==> src/rtl/epog_pkg.sv <==
// Package: shared types, constants and tables for the EPCA objective/gradient engine.
`timescale 1ns / 1ps
package epog_pkg;

  // Store geometry
  localparam int MAX_ROWS  = 256;
  localparam int MAX_COLS  = 256;
  localparam int MAX_RANK  = 16;
  localparam int ROW_W     = $clog2(MAX_ROWS);
  localparam int COL_W     = $clog2(MAX_COLS);
  localparam int RANK_W    = $clog2(MAX_RANK);
  localparam int ADDR_W    = ROW_W + RANK_W;
  localparam int FAC_DEPTH = MAX_ROWS * MAX_RANK;
  localparam int ERANK_W   = RANK_W + 1;

  // Data widths (Q16.16 factors, 48-bit accumulators)
  localparam int FAC_W = 32;
  localparam int ACC_W = 48;

  // Exponential constants (Q16.16)
  localparam int LN2_Q16      = 45426;
  localparam int LN2_RECIP    = 94548;  // floor(2^32 / LN2_Q16)
  localparam int EXP_TOP_ARG  = 22 * 65536;
  localparam int EXP_BOT_ARG  = -20 * 65536;
  localparam int EXP_OFFSET   = 64 * LN2_Q16;
  localparam int EXP_Q_SPLIT  = 64 + 14;
  localparam int TAYLOR_TERMS = 12;

  // Request codes
  typedef enum logic [2:0] {
    REQ_WR_W     = 3'd0,
    REQ_WR_H     = 3'd1,
    REQ_SCORE    = 3'd2,
    REQ_RD_DW    = 3'd3,
    REQ_RD_DH    = 3'd4,
    REQ_RD_OBJ   = 3'd5,
    REQ_CLR_GRAD = 3'd6,
    REQ_NOP      = 3'd7
  } req_t;

  // Configuration register indexes
  typedef enum logic [1:0] {
    CFG_MODE = 2'd0,
    CFG_GW   = 2'd1,
    CFG_GH   = 2'd2,
    CFG_RANK = 2'd3
  } cfg_idx_t;

  typedef struct packed {
    req_t               req_type;
    logic [7:0]         row_index;
    logic [7:0]         col_index;
    logic [3:0]         rank_index;
    logic signed [31:0] data_value;
    logic               present;
  } in_data_t;

  typedef struct packed {
    logic signed [47:0] result_value;
    logic               saturated;
    logic               status;
  } out_data_t;

  typedef struct packed {
    logic       normal_mode;
    logic       grad_w_en;
    logic       grad_h_en;
    logic [4:0] rank;
  } cfg_t;

  // Controller to datapath
  typedef struct packed {
    logic              load_req;
    logic              clr_en;
    logic [ADDR_W-1:0] clr_addr;
    logic [RANK_W-1:0] k;
    logic              dot_issue;
    logic              grad_issue;
    logic              grad_rd;
    logic              fac_wr;
    logic              av_clr;
    logic              av_clamp;
    logic              prod_x;
    logic              exp_start;
    logic              obj_upd;
    logic              flag_clr;
    logic              out_load;
  } ctrl_cmd_t;

  // Datapath to controller
  typedef struct packed {
    req_t               req_type;
    logic [ERANK_W-1:0] eff_rank;
    logic               normal_mode;
    logic               grad_any;
    logic               pipe_busy;
    logic               exp_busy;
    logic               exp_done;
    logic               out_free;
  } ctrl_sts_t;

  // floor(2^32 / i); divisor one uses 2^32-1 and is fixed by the correction step
  function automatic logic [31:0] recip(input logic [3:0] i);
    logic [31:0] m;
    case (i)
      4'd2:    m = 32'h8000_0000;
      4'd3:    m = 32'h5555_5555;
      4'd4:    m = 32'h4000_0000;
      4'd5:    m = 32'h3333_3333;
      4'd6:    m = 32'h2AAA_AAAA;
      4'd7:    m = 32'h2492_4924;
      4'd8:    m = 32'h2000_0000;
      4'd9:    m = 32'h1C71_C71C;
      4'd10:   m = 32'h1999_9999;
      4'd11:   m = 32'h1745_D174;
      4'd12:   m = 32'h1555_5555;
      default: m = 32'hFFFF_FFFF;
    endcase
    return m;
  endfunction

endpackage

==> src/rtl/epog_ctrl.sv <==
// Controller: sequences clearing, factor access, scoring and gradient passes.
`timescale 1ns / 1ps
module epog_ctrl (
  input  logic                clk,
  input  logic                rst_n,
  input  logic                in_valid,
  output logic                in_ready,
  input  epog_pkg::ctrl_sts_t sts,
  output epog_pkg::ctrl_cmd_t cmd
);
  import epog_pkg::*;

  typedef enum logic [12:0] {
    S_CLR   = 13'b0_0000_0000_0001,
    S_IDLE  = 13'b0_0000_0000_0010,
    S_EXEC  = 13'b0_0000_0000_0100,
    S_DOT   = 13'b0_0000_0000_1000,
    S_DOTW  = 13'b0_0000_0001_0000,
    S_CLAMP = 13'b0_0000_0010_0000,
    S_MULX  = 13'b0_0000_0100_0000,
    S_EXPW  = 13'b0_0000_1000_0000,
    S_OBJ   = 13'b0_0001_0000_0000,
    S_GRAD  = 13'b0_0010_0000_0000,
    S_GRADW = 13'b0_0100_0000_0000,
    S_DONE  = 13'b0_1000_0000_0000,
    S_SPARE = 13'b1_0000_0000_0000
  } state_t;

  state_t            st_r, st_nxt;
  logic [RANK_W-1:0] k_r, k_nxt;
  logic [ADDR_W-1:0] clr_cnt_r, clr_cnt_nxt;
  logic              boot_r, boot_nxt;
  logic              k_last;

  assign k_last = ((ERANK_W'(k_r) + ERANK_W'(1)) == sts.eff_rank);

  // Next state and commands
  always_comb begin
    st_nxt      = st_r;
    k_nxt       = k_r;
    clr_cnt_nxt = clr_cnt_r;
    boot_nxt    = boot_r;
    cmd         = '0;
    cmd.k       = k_r;
    cmd.clr_addr = clr_cnt_r;
    in_ready    = 1'b0;
    case (st_r)
      S_CLR: begin
        cmd.clr_en  = 1'b1;
        clr_cnt_nxt = clr_cnt_r + 1'b1;
        if (&clr_cnt_r) begin
          st_nxt   = boot_r ? S_IDLE : S_DONE;
          boot_nxt = 1'b0;
        end
      end
      S_IDLE: begin
        in_ready = 1'b1;
        if (in_valid) begin
          cmd.load_req = 1'b1;
          st_nxt       = S_EXEC;
        end
      end
      S_EXEC: begin
        st_nxt = S_DONE;
        case (sts.req_type)
          REQ_WR_W, REQ_WR_H:   cmd.fac_wr = 1'b1;
          REQ_RD_DW, REQ_RD_DH: cmd.grad_rd = 1'b1;
          REQ_SCORE: begin
            cmd.av_clr = 1'b1;
            k_nxt      = '0;
            st_nxt     = S_DOT;
          end
          REQ_CLR_GRAD: begin
            cmd.flag_clr = 1'b1;
            clr_cnt_nxt  = '0;
            st_nxt       = S_CLR;
          end
          default: ;
        endcase
      end
      S_DOT: begin
        cmd.dot_issue = 1'b1;
        k_nxt         = k_r + 1'b1;
        if (k_last) st_nxt = S_DOTW;
      end
      S_DOTW:  if (!sts.pipe_busy) st_nxt = S_CLAMP;
      S_CLAMP: begin
        cmd.av_clamp = 1'b1;
        st_nxt       = S_MULX;
      end
      S_MULX: begin
        cmd.prod_x = 1'b1;
        if (sts.normal_mode) begin
          st_nxt = S_OBJ;
        end else begin
          cmd.exp_start = 1'b1;
          st_nxt        = S_EXPW;
        end
      end
      S_EXPW:  if (sts.exp_done) st_nxt = S_OBJ;
      S_OBJ: begin
        cmd.obj_upd = 1'b1;
        k_nxt       = '0;
        st_nxt      = (!sts.normal_mode && sts.grad_any) ? S_GRAD : S_DONE;
      end
      S_GRAD: begin
        cmd.grad_issue = 1'b1;
        k_nxt          = k_r + 1'b1;
        if (k_last) st_nxt = S_GRADW;
      end
      S_GRADW: if (!sts.pipe_busy) st_nxt = S_DONE;
      S_DONE: begin
        if (sts.out_free) begin
          cmd.out_load = 1'b1;
          st_nxt       = S_IDLE;
        end
      end
      default: st_nxt = S_IDLE;
    endcase
  end

  always_ff @(posedge clk) begin
    if (!rst_n) begin
      st_r      <= S_CLR;
      k_r       <= '0;
      clr_cnt_r <= '0;
      boot_r    <= 1'b1;
    end else begin
      st_r      <= st_nxt;
      k_r       <= k_nxt;
      clr_cnt_r <= clr_cnt_nxt;
      boot_r    <= boot_nxt;
    end
  end

  // Rank walk never runs past the configured rank
  a_k_in_rank: assert property (@(posedge clk) disable iff (!rst_n)
    (st_r == S_DOT || st_r == S_GRAD) |-> (ERANK_W'(k_r) < sts.eff_rank))
    else $error("rank walk index beyond effective rank");

  // Clamp only after the dot-product pipeline has drained
  a_clamp_drained: assert property (@(posedge clk) disable iff (!rst_n)
    (st_r == S_CLAMP) |-> !sts.pipe_busy)
    else $error("dot product clamped with pipeline still busy");

  // Exponential unit is idle when started
  a_exp_idle: assert property (@(posedge clk) disable iff (!rst_n)
    cmd.exp_start |-> !sts.exp_busy)
    else $error("exponential started while busy");

  // A result is loaded only into a free output register
  a_out_free: assert property (@(posedge clk) disable iff (!rst_n)
    cmd.out_load |-> sts.out_free)
    else $error("output register overwritten");

endmodule

==> config.mk <==
export PLATFORM = sky130hd
export DESIGN_NAME = epog_ctrl
export DESIGN_NICKNAME = d
export VERILOG_FILES = /design/src/rtl/epog_pkg.sv /design/src/rtl/epog_ctrl.sv
export SDC_FILE = /design/constraint.sdc
export NUM_CORES = 1
export LEC_CHECK = 0
export ABC_AREA = 1
export BUFFER_PORTS_ARGS = -buffer_cell sky130_fd_sc_hd__buf_2
export CAP_MARGIN = 20
export CORE_MARGIN = 1
export CORE_UTILIZATION = 38
export CTS_BUF_LIST = sky130_fd_sc_hd__clkbuf_2
export DETAILED_ROUTE_END_ITERATION = 6
export GPL_TIMING_DRIVEN = 0
export PLACE_DENSITY_LB_ADDON = 0.25
export SETUP_SLACK_MARGIN = 0.4
export SLEW_MARGIN = 15
export SYNTH_ARGS = -nofsm -noshare
export SYNTH_HDL_FRONTEND = slang
export SYNTH_SLANG_ARGS = --single-unit
==> constraint.sdc <==
create_clock -name clk -period 2 [get_ports clk]
set_input_delay 0.4 -clock clk [delete_from_list [all_inputs] [get_ports clk]]
set_output_delay 0.4 -clock clk [all_outputs]
set_load 0.005 [all_outputs]
After elaboration in Yosys (flattened, before gate mapping):

Index checks and enable logic that the tools add are counted.

* word-level logic and storage cells: 83
* bits of input ports: 17
* register bits after elaboration: 30

* multiplexer cells: 35
* add/subtract/negate cells: 3
* eq/ne operators: 28
* reduce and logical (&&, ||, !) cells: 13

Operator list (count)
* $pmux 13 s12: 1
* $mux 13: 8
* $pmux 12 s2: 2
* $mux 12: 3
* $mux 1: 16
* $ne 2x2->1 const B: 8
* $eq 13x1->1 const B: 1
* $eq 13x10->1 const B: 1
* $eq 13x11->1 const B: 1
* $eq 13x12->1 const B: 1
* $eq 13x2->1 const B: 1
* $eq 13x3->1 const B: 1
* $eq 13x4->1 const B: 1
* $eq 13x5->1 const B: 1
* $eq 13x6->1 const B: 1
* $eq 13x7->1 const B: 1
* $eq 13x8->1 const B: 1
* $eq 13x9->1 const B: 1
* $reduce_and 13->1: 1
* $add 12x1->12 const B: 1
* $pmux 4 s3: 1
* $reduce_and 12->1: 1
* $mux 9: 1
* $reduce_and 8->1: 1
* other kinds (17): 23

Depth between registers and ports, before layout:

Gate-level depths: netlist of run 1.

* depth after elaboration: 4
* gate-level depth with buffers: 13
* mapped depth without buffers: 13

Worst setup path after synthesis of run 1:

OpenSTA, ideal clock, no wires.

* path kind: register -> register
* from: register k_r[0]
* to: register st_r[1]
* required time: 1.888 ns
* slack: 0.431 ns
* cell stages (with the launch flop): 11
* arrival: 1.457 ns
* period minus slack after synthesis: 1.569 ns
* setup time: 0.112 ns
* cell sequence: dfxtp_1 > ha_1 > nand2_2 > o21ai_1 > nand3_1 > nor2_1 > nand2_1 > nand2_4 > nand3_4 > nor2_2 > nor2_2

* word-level cells in the longest chain between the ends: 4

RTL lines
* start: declaration: line epog_ctrl.sv:30 `logic [RANK_W-1:0] k_r, k_nxt;`
* start signal: assignment: line epog_ctrl.sv:130 `k_r <= k_nxt;`
* $add 4x1->5 *: line epog_ctrl.sv:35 `assign k_last = ((ERANK_W'(k_r) + ERANK_W'(1)) == sts.eff_rank);`
* $eq 5x5->1 *: line epog_ctrl.sv:35
* $ne 2x2->1 (no line)
* $reduce_and 8->1 (no line) *
* end signal: assignment: line epog_ctrl.sv:129 `st_r <= st_nxt;`
* end: declaration: line epog_ctrl.sv:29 `state_t st_r, st_nxt;`

Every way passes the cells marked *; elsewhere a longest branch is shown, timed or not.
A chain may end at the register's enable or synchronous reset.

==> impl_metrics.tcl, run 1 <==
set metrics [dict create \
    final_cell_area_um2 3400 \
    rsz0062_at_grt "true" \
    grt_pass1_vias 2133 \
    synth_flop_cell "dfxtp_1" \
    port_buffers 45 \
    p_leak_nw 1.68 \
    cpPeakStageDelay_ps 370 \
    wirelength_mm 6.76 \
    clock_latency_ps 390 \
    ctsHoldBuffers 0 \
    final_nets 442 \
    power_density_nw_per_um2 1360 \
    yosysWarnings 0 \
    ant_nets 0 \
    synth_top_area_share_pct 28.9 \
    critPathSlowestCell "dfxtp_2" \
    worstPathRequired_ps 1600 \
    grt_max_degree 11 \
    slew_headroom_pct 50.0 \
    via_per_inst 4.97 \
    drcViolationCount 0 \
    fin_ws_ps -48.1 \
    syn_avg_cell_area_um2 6.51 \
    seqCellArea_um2 622 \
    outcome "finished, violations left" \
    gr-usage-all-layers_pct 23.2 \
    cts_made_buffers 5 \
    grt_pass1_wl_mm 9.67 \
    clock.fmax_mhz 488 \
    num_vias 2455 \
    violations "negative setup slack" \
    globalplace.congestion 0.849 \
    path_depth 6 \
    cap_violations 0 \
    synth_edf_count 0 \
    dieArea_um2 5590 \
    drt-pass1-iter-count 4 \
    skew_ps 8.66 \
    rows 26 \
    dieWidth_um 74.8 \
    clkSlewWorstSetupHoldPaths_ps 160 \
    reg2regPathDepth 12 \
    crit_buf_inv 1 \
    ys_ff_latch 29 \
    async_flop_share_pct 0 \
    synthTopCellsByArea "dfxtp_1, nand2_1, inv_1" \
    yosysUniqueCellTypes 35 \
    setup_viol 3 \
    criticalPathCategory "register to primary output" \
    p_total_w 0.00463 \
    io_pins 47 \
    cts_root_buffer "clkbuf_2" \
    hold_path.class "input pin to register" \
    start_kind "register" \
    hold_depth 3 \
    min_period_ps 2050 \
    fill_cells 433 \
    path_cells "nor2_4 -> nand2_4 -> nor2_8 -> nand3_2 -> a211oi_2 -> buf_2" \
    grt-ovfl-total 0 \
    drt_iter0_drc 92 \
    cts_max_level 2 \
    clkSinkCount 29 \
    pre_cts_ws_ps 176 \
    syn_nets 328 \
    syn_area_um2 2010 \
    synth_cells 309 \
    multi_input_area_um2 1580 \
    hold_viol 0 \
    fp.coreArea_um2 5110 \
    setup-tns-final_ps -74.7 \
    dpl_cell_area_um2 2320 \
    path_delay_family "simple AND/OR/NAND/NOR gates" \
    layout-drive-gt1-share_pct 56.6 \
    wl_per_cell_um 13.7 \
    die_height_um 74.8 \
    irDropWorstVdd_mv 0.806 \
    ys_seq_area_share_pct 28.9 \
    grt_antenna_before_repair 0 \
    yosysTopAreaCell "dfxtp_1" \
    tritoncts "done" \
    antenna_cells 0 \
    fin_crit_sh_pct 102 \
    clock_path_buffers 2 \
    crit_fanout 6 \
    initial_utilization_pct 39.4 \
    worstSetupEndpointType "primary output" \
    worst_pin_slew_ps 750 \
    arrival_ps 1650 \
    yosysMostFrequentCell "nand2_1" \
    place_hpwl_mm 3.90 \
    area_delta_synth_final_pct 69.0 \
    yosys-top-cells-count "nand2_1, inv_1, dfxtp_1, nor2_1, nand3_1" \
    drv_slew 0 \
]
routing by layer:
layer | track usage, % | vias up | share of wire, %
met4 | 7.76 | 0 | 2.0
met3 | 4.55 | 16 | 4.4
met1 | 26.4 | 1158 | 39
met5 | 0 | - | 0
met2 | 43.0 | 68 | 54
li1 | - | 1213 | -
stage by stage:
step	hold WS [ps]	util, %	cells
after floorplan	446	-	309
after global placement	460	45.5	424
after detailed placement	481	45.5	424
after CTS	279	58.4	476
after global routing	248	66.6	494
final	268	66.6	494
placed cells by master (no fill, tap or decap), types with 2 or more instances in the layout:
| cell | synthesis | routed |
|---|---|---|
| nor2_4 | 4 | 13 |
| o21ai_1 | 5 | 2 |
| nand2_8 | 0 | 3 |
| dfxtp_1 | 29 | 10 |
| clkinv_1 | 0 | 2 |
| inv_1 | 47 | 36 |
| nor2_1 | 29 | 24 |
| nand3_2 | 3 | 6 |
| nor2_2 | 10 | 6 |
| dfxtp_2 | 0 | 12 |
| buf_6 | 1 | 29 |
| buf_4 | 0 | 39 |
| nor3_4 | 1 | 4 |
| nand2_1 | 77 | 62 |
| nand2_2 | 9 | 15 |
| nand3_1 | 24 | 17 |
| nor3_2 | 3 | 7 |
| nand2_4 | 6 | 12 |
| and2_1 | 2 | 2 |
| nand4_1 | 8 | 8 |
| nor3_1 | 9 | 2 |
| clkbuf_2 | 0 | 5 |
| buf_2 | 1 | 38 |
| ha_4 | 0 | 2 |
| a21oi_2 | 0 | 6 |
| a21oi_1 | 17 | 11 |
| nand3_4 | 2 | 6 |
| dfxtp_4 | 0 | 7 |
| inv_2 | 4 | 12 |
| o21ai_2 | 0 | 6 |
| inv_4 | 0 | 4 |
power breakdown:
group | internal (W) | switching [W]
clock | 0.0000762 | 0.000224
sequential | 0.000701 | 0.000108
combinational | 0.00173 | 0.00179
total | 0.00251 | 0.00213
path summary, 6_finish.rpt:
path                              start  slack (ps)  endpoint
worst max-delay path            st_r[9]         -50    cmd[8]
worst min-delay path             sts[4]         270   st_r[9]
worst max register to register  st_r[4]         200   st_r[1]
worst min register to register   boot_r         510    boot_r
repair_timing:
item                                    4_1_cts  5_1_grt
resized for setup                            78       74
cloned                                        0        1
endpoints found under the setup margin       27       41
pin swaps                                    29       33
buffers inserted                             44       17
worst register-to-register path, stage by stage (launching register included):
cell and delay (ps):
dfxtp_2 360, nor2_4 170, nand2_4 110, nor2_4 210, buf_12 130, buf_4 110, nand2_4 70, nand2_4 120
nand2_8 80, nand3_4 180, nand2_2 80, nand2_2 60, nor2_2 30
cell families after synthesis:
kind of cell	synth area share, %
adders and majority gates	1.24
and+or+nand+nor	50.7
xor gates and xnor gates	0.871
DFF	28.9
AOI/OAI and AO/OA	7.53
buffers and inverters	10.8
sequential cells by signal (all words and copies together) (netlist names):
| name | cells |
|---|---|
| boot_r | 1 |
| k_r | 4 |
| clr_cnt_r | 12 |
| st_r | 12 |
cell type report:
cell class | count | area share [%]
sequential | 29 | 18.3
clock inverter | 3 | 0.368
buffer | 3 | 0.589
multi-input combinational | 225 | 46.3
timing repair buffer | 107 | 25.1
tap | 70 | 2.58
clock buffer | 5 | 0.736
inverter | 52 | 6.03
Power figures use the tool's default switching activity.
==> inputs of run 2 (changes only) <==
- SETUP_SLACK_MARGIN: 0.4 -> 0.1
- clock period: 2 -> 2.63 ns (I/O delays scaled with it)
==> impl_metrics.tcl, run 2 (synthesized netlist as in run 1, its figures left out) <==
set metrics [dict create \
    outcome "completed" \
    drt-pass1-iter-count 4 \
    fp.coreArea_um2 5110 \
    final_common_cell "nand2_1" \
    start_kind "register" \
    cap_violations 0 \
    grt_antenna_before_repair 0 \
    ant_nets 0 \
    rsz0062_at_grt "false" \
    area_delta_synth_final_pct 17.4 \
    gr-usage-all-layers_pct 19.0 \
    irDropWorstVdd_mv 0.442 \
    slew_headroom_pct 61.5 \
    worstPathRequired_ps 2100 \
    hold_viol 0 \
    hold-worst-slack_ps 424 \
    crit_path_start "st_r[4]" \
    grt_max_degree 11 \
    p_leak_nw 1.24 \
    grt_pass1_vias 1768 \
    arrival_ps 1830 \
    port_buffers 45 \
    clkSinkCount 29 \
    tritoncts "done" \
    grt-ovfl-total 0 \
    crit_fanout 8 \
    cts_resized 0 \
    pre_cts_ws_ps 661 \
    via_per_inst 4.76 \
    drv_slew 0 \
    fin_crit_sh_pct 89.5 \
    criticalPathCategory "register to primary output" \
    num_vias 2055 \
    ctsHoldBuffers 0 \
    io_pins 47 \
    cts_made_buffers 5 \
    wirelength_mm 4.97 \
    cts_max_level 2 \
    clock_latency_ps 370 \
    clkSlewWorstSetupHoldPaths_ps 150 \
    dpl.cell_count 424 \
    grt_pass1_wl_mm 7.96 \
    worstSetupEndpointType "primary output" \
    drcViolationCount 0 \
    rows 26 \
    r2r-start "k_r[0]" \
    dieWidth_um 74.8 \
    min_period_ps 2350 \
    place_hpwl_mm 3.90 \
    power_density_nw_per_um2 903 \
    layout-drive-gt1-share_pct 27.3 \
    hp-start "sts[4]" \
    fin_ws_ps 275 \
    drt_iter0_drc 80 \
    setup-tns-final_ps 0 \
    skew_ps 9.64 \
    dieArea_um2 5590 \
    antenna_cells 0 \
    final_nets 380 \
    setup_viol 0 \
    die_height_um 74.8 \
    cts_root_buffer "clkbuf_2" \
    final_cell_mix "nand2_1, inv_1, buf_2, nor2_1, dfxtp_1" \
    wl_per_cell_um 11.5 \
    worst_pin_slew_ps 577 \
    reg.largest.list "clr_cnt_r (12), st_r (12), k_r (4)" \
    clock_path_buffers 2 \
    final_cell_count_no_fill 432 \
    clock.fmax_mhz 425 \
    post_cts_buffers 0 \
    initial_utilization_pct 39.4 \
    globalplace.congestion 0.849 \
    hold_path.class "input pin to register" \
]
run 2: cell types whose count changed in the layout (fill, tap and decap cells not counted), sizes merged:
| cell | change |
|---|---|
| clkbuf | -1 |
| inv | -1 |
| buf | -61 |
| clkinv | +1 |
run 2: final cells by class:
type,instances,area [um^2]
Multi-Input combinational cell,225,1210
Clock inverter,3,12.5
Fill cell,575,2750
Buffer,3,20.0
Sequential cell,29,581
Tap cell,70,87.6
Clock buffer,5,25.0
Inverter,52,196
Timing Repair Buffer,45,225
run 2: worst max-delay path, cell delays in order, from the launching register on:
cell and delay [ps]:
dfxtp_1 350, nor2_2 240, nand2_4 130, nor2_8 190, nand3_1 140, a211oi_1 250
buf_2 170
run 2: per-stage QoR:
stage	instance area, um^2	total power (W)	utilization [%]
detailed placement	2320	0.00192	45.5
CTS	2360	0.00215	46.3
finish	2360	0.00213	46.3
global route	2360	0.00232	46.3
floorplan	2010	0.00165	-
global placement	2320	0.00191	45.5
run 2: worst paths after layout:
check        endpoint  slack (ps)  cells past startpoint
max            cmd[8]         280                      6
min           st_r[9]         420                      3
max reg2reg   st_r[8]         770                      9
min reg2reg    boot_r         510                      2
run 2: power by group:
part | switching [W] | internal, W
registers | 0.0000733 | 0.000511
clock network | 0.000165 | 0.0000580
logic | 0.000871 | 0.000455
run 2: per-layer routing:
layer / vias to the layer above / routed length [um] / track usage, %
met3: 5 / 188 / 4.02
met1: 932 / 2330 / 24.2
met4: 0 / 38 / 5.66
li1: 1082 / - / -
met2: 36 / 2420 / 32.2
met5: - / 0 / 0
==> inputs of run 3 (changes only) <==
- ABC_AREA: 1 -> unset
==> impl_metrics.tcl, run 3 <==
set metrics [dict create \
    outcome "finished, violations left" \
    violations "design-rule violations" \
    worst_pin_slew_ps 517 \
    initial_utilization_pct 40.3 \
    syn_nets 238 \
    yosysWarnings 0 \
    criticalPathCategory "register to primary output" \
    io_pins 47 \
    final_common_cell "buf_2" \
    rsz0062_at_grt "true" \
    clock.fmax_mhz 397 \
    pre_cts_ws_ps 339 \
    synth_flop_cell "dfxtp_1" \
    area_delta_synth_final_pct 26.0 \
    irDropWorstVdd_mv 0.224 \
    wirelength_mm 4.68 \
    synthTopCellsByArea "dfxtp_1, nor2_1, nand3_1" \
    tritoncts "done" \
    yosysUniqueCellTypes 53 \
    cap_violations 0 \
    clock_latency_ps 400 \
    skew_ps 19.6 \
    layout-drive-gt1-share_pct 34.5 \
    antenna_cells 0 \
    final_cell_count_no_fill 336 \
    hold_path.class "input pin to register" \
    grtUsageMet2_pct 31.1 \
    setup_viol 0 \
    cpPeakStageDelay_ps 400 \
    grtUsageMet3_pct 4.42 \
    setup-tns-final_ps 0 \
    dieWidth_um 70.7 \
    grt_antenna_before_repair 0 \
    cts_made_buffers 5 \
    slew_headroom_pct 65.6 \
    path_cells "nor4_4 -> buf_6 -> nand4_1 -> buf_4 -> nor3b_4 -> buf_2" \
    grt_pass1_wl_mm 7.98 \
    fin_ws_ps 111 \
    clkSinkCount 29 \
    dpl.cell_count 316 \
    async_flop_share_pct 0 \
    grt_pass1_vias 1704 \
    synth_cells 219 \
    crit_fanout 5 \
    yosys-top-cells-count "nor2_1, dfxtp_1, nand2_1, nand3_1, a21oi_1" \
    wl_per_cell_um 13.9 \
    clkSlewWorstSetupHoldPaths_ps 180 \
    die_height_um 70.7 \
    critPathSlowestCell "dfxtp_4" \
    port_buffers 45 \
    grt-ovfl-total 0 \
    reg.largest.list "clr_cnt_r (12), st_r (12), k_r (4)" \
    cts_root_buffer "clkbuf_2" \
    p_leak_nw 1.01 \
    fp.coreArea_um2 4440 \
    synth_edf_count 0 \
    gr-usage-all-layers_pct 20.2 \
    yosysMostFrequentCell "nor2_1" \
    ant_nets 0 \
    yosysTopAreaCell "dfxtp_1" \
    place_hpwl_mm 3.39 \
    drt-pass1-iter-count 7 \
    fill_cells 478 \
    worstPathRequired_ps 2100 \
    globalplace.congestion 0.852 \
    worstSetupEndpointType "primary output" \
    grt_max_degree 11 \
    drcViolationCount 8 \
    rows 24 \
    dieArea_um2 4990 \
    hold_viol 0 \
    syn_area_um2 1790 \
    syn_avg_cell_area_um2 8.18 \
    ys_seq_area_share_pct 32.4 \
    start_kind "register" \
    final_nets 302 \
    hold-worst-slack_ps 417 \
    fin_crit_sh_pct 95.8 \
    min_period_ps 2520 \
    cts_max_level 2 \
    top_usage_layer "met2" \
    via_per_inst 5.45 \
    grt_use_met1_pct 27.0 \
    drv_slew 0 \
    clock_path_buffers 2 \
    drt_iter0_drc 95 \
    ys_ff_latch 29 \
    synth_top_area_share_pct 32.4 \
    final_cell_mix "buf_2, nor2_1, dfxtp_1, nand2_1" \
    arrival_ps 1990 \
    dpl_cell_area_um2 2080 \
    num_vias 1831 \
    final_cell_area_um2 2260 \
    power_density_nw_per_um2 407 \
]
-- run 3: changes by cell type in the layout (fill, tap and decap cells not counted), moves of 5 or more --
cell / delta
nand2_1: -61
inv_1: -44
buf_4: +11
nand3_1: -10
nand2_2: -9
nor2_2: -9
o21ai_0: +9
and3_1: +8
nor3_1: -7
nand2_4: -6
nor4b_1: +6
o21ai_1: -5
-- run 3: what timing repair did --
item,CTS,global route
endpoints found under the setup margin,4,5
resized for setup,5,8
hold buffers,0,0
pin swaps,4,6
buffers inserted,10,2
-- run 3: final cells by class --
cell class | instances | area (um^2) | area share, %
Buffer | 5 | 38.8 | 1.72
Clock buffer | 5 | 25.0 | 1.11
Clock inverter | 3 | 17.5 | 0.776
Inverter | 5 | 18.8 | 0.831
Multi-Input combinational cell | 180 | 1180 | 52.2
Sequential cell | 29 | 588 | 26.0
Tap cell | 52 | 65.1 | 2.88
Timing Repair Buffer | 57 | 325 | 14.4
-- run 3: through the flow --
step                      utilization (%)  power [W]
final                                50.8   0.000920
after global routing                 50.8   0.000965
after CTS                            49.9   0.000921
after detailed placement             46.8   0.000683
after global placement               46.8   0.000680
after floorplan                         -   0.000614
-- run 3: kinds of logic after synthesis --
family          share of synthesized area, %
simple gates                            43.5
fa+ha+maj                               1.40
xor+xnor                                3.42
mux                                    0.628
flops                                   32.4
compound gates                          15.4
buf+inv                                 3.21
-- run 3: final timing paths --
kind,start,endpoint,slack (ps),cells after the start
worst max-delay path,st_r[10],cmd[6],110,6
worst min-delay path,rst_n,st_r[3],420,3
worst max register to register,st_r[10],st_r[8],430,8
worst min register to register,clr_cnt_r[11],clr_cnt_r[11],510,1
-- run 3: critical path, delay by kind of cell (launching register included) --
kind / cells / cell delay (ps)
buf+inv: 3 / 510
flops: 1 / 400
simple gates: 3 / 680
-- run 3: layer usage --
layer  routed length, um  share of wire (%)
met4                  98                2.1
met1                2290                 49
met2                2070                 44
met3                 225                4.8
met5                   0                  0
-- run 3: report_power, final --
group          leakage (nW)  switching (W)  internal (W)
logic                 0.743       0.000116     0.0000846
registers             0.237      0.0000227      0.000456
clock network        0.0287       0.000180     0.0000618
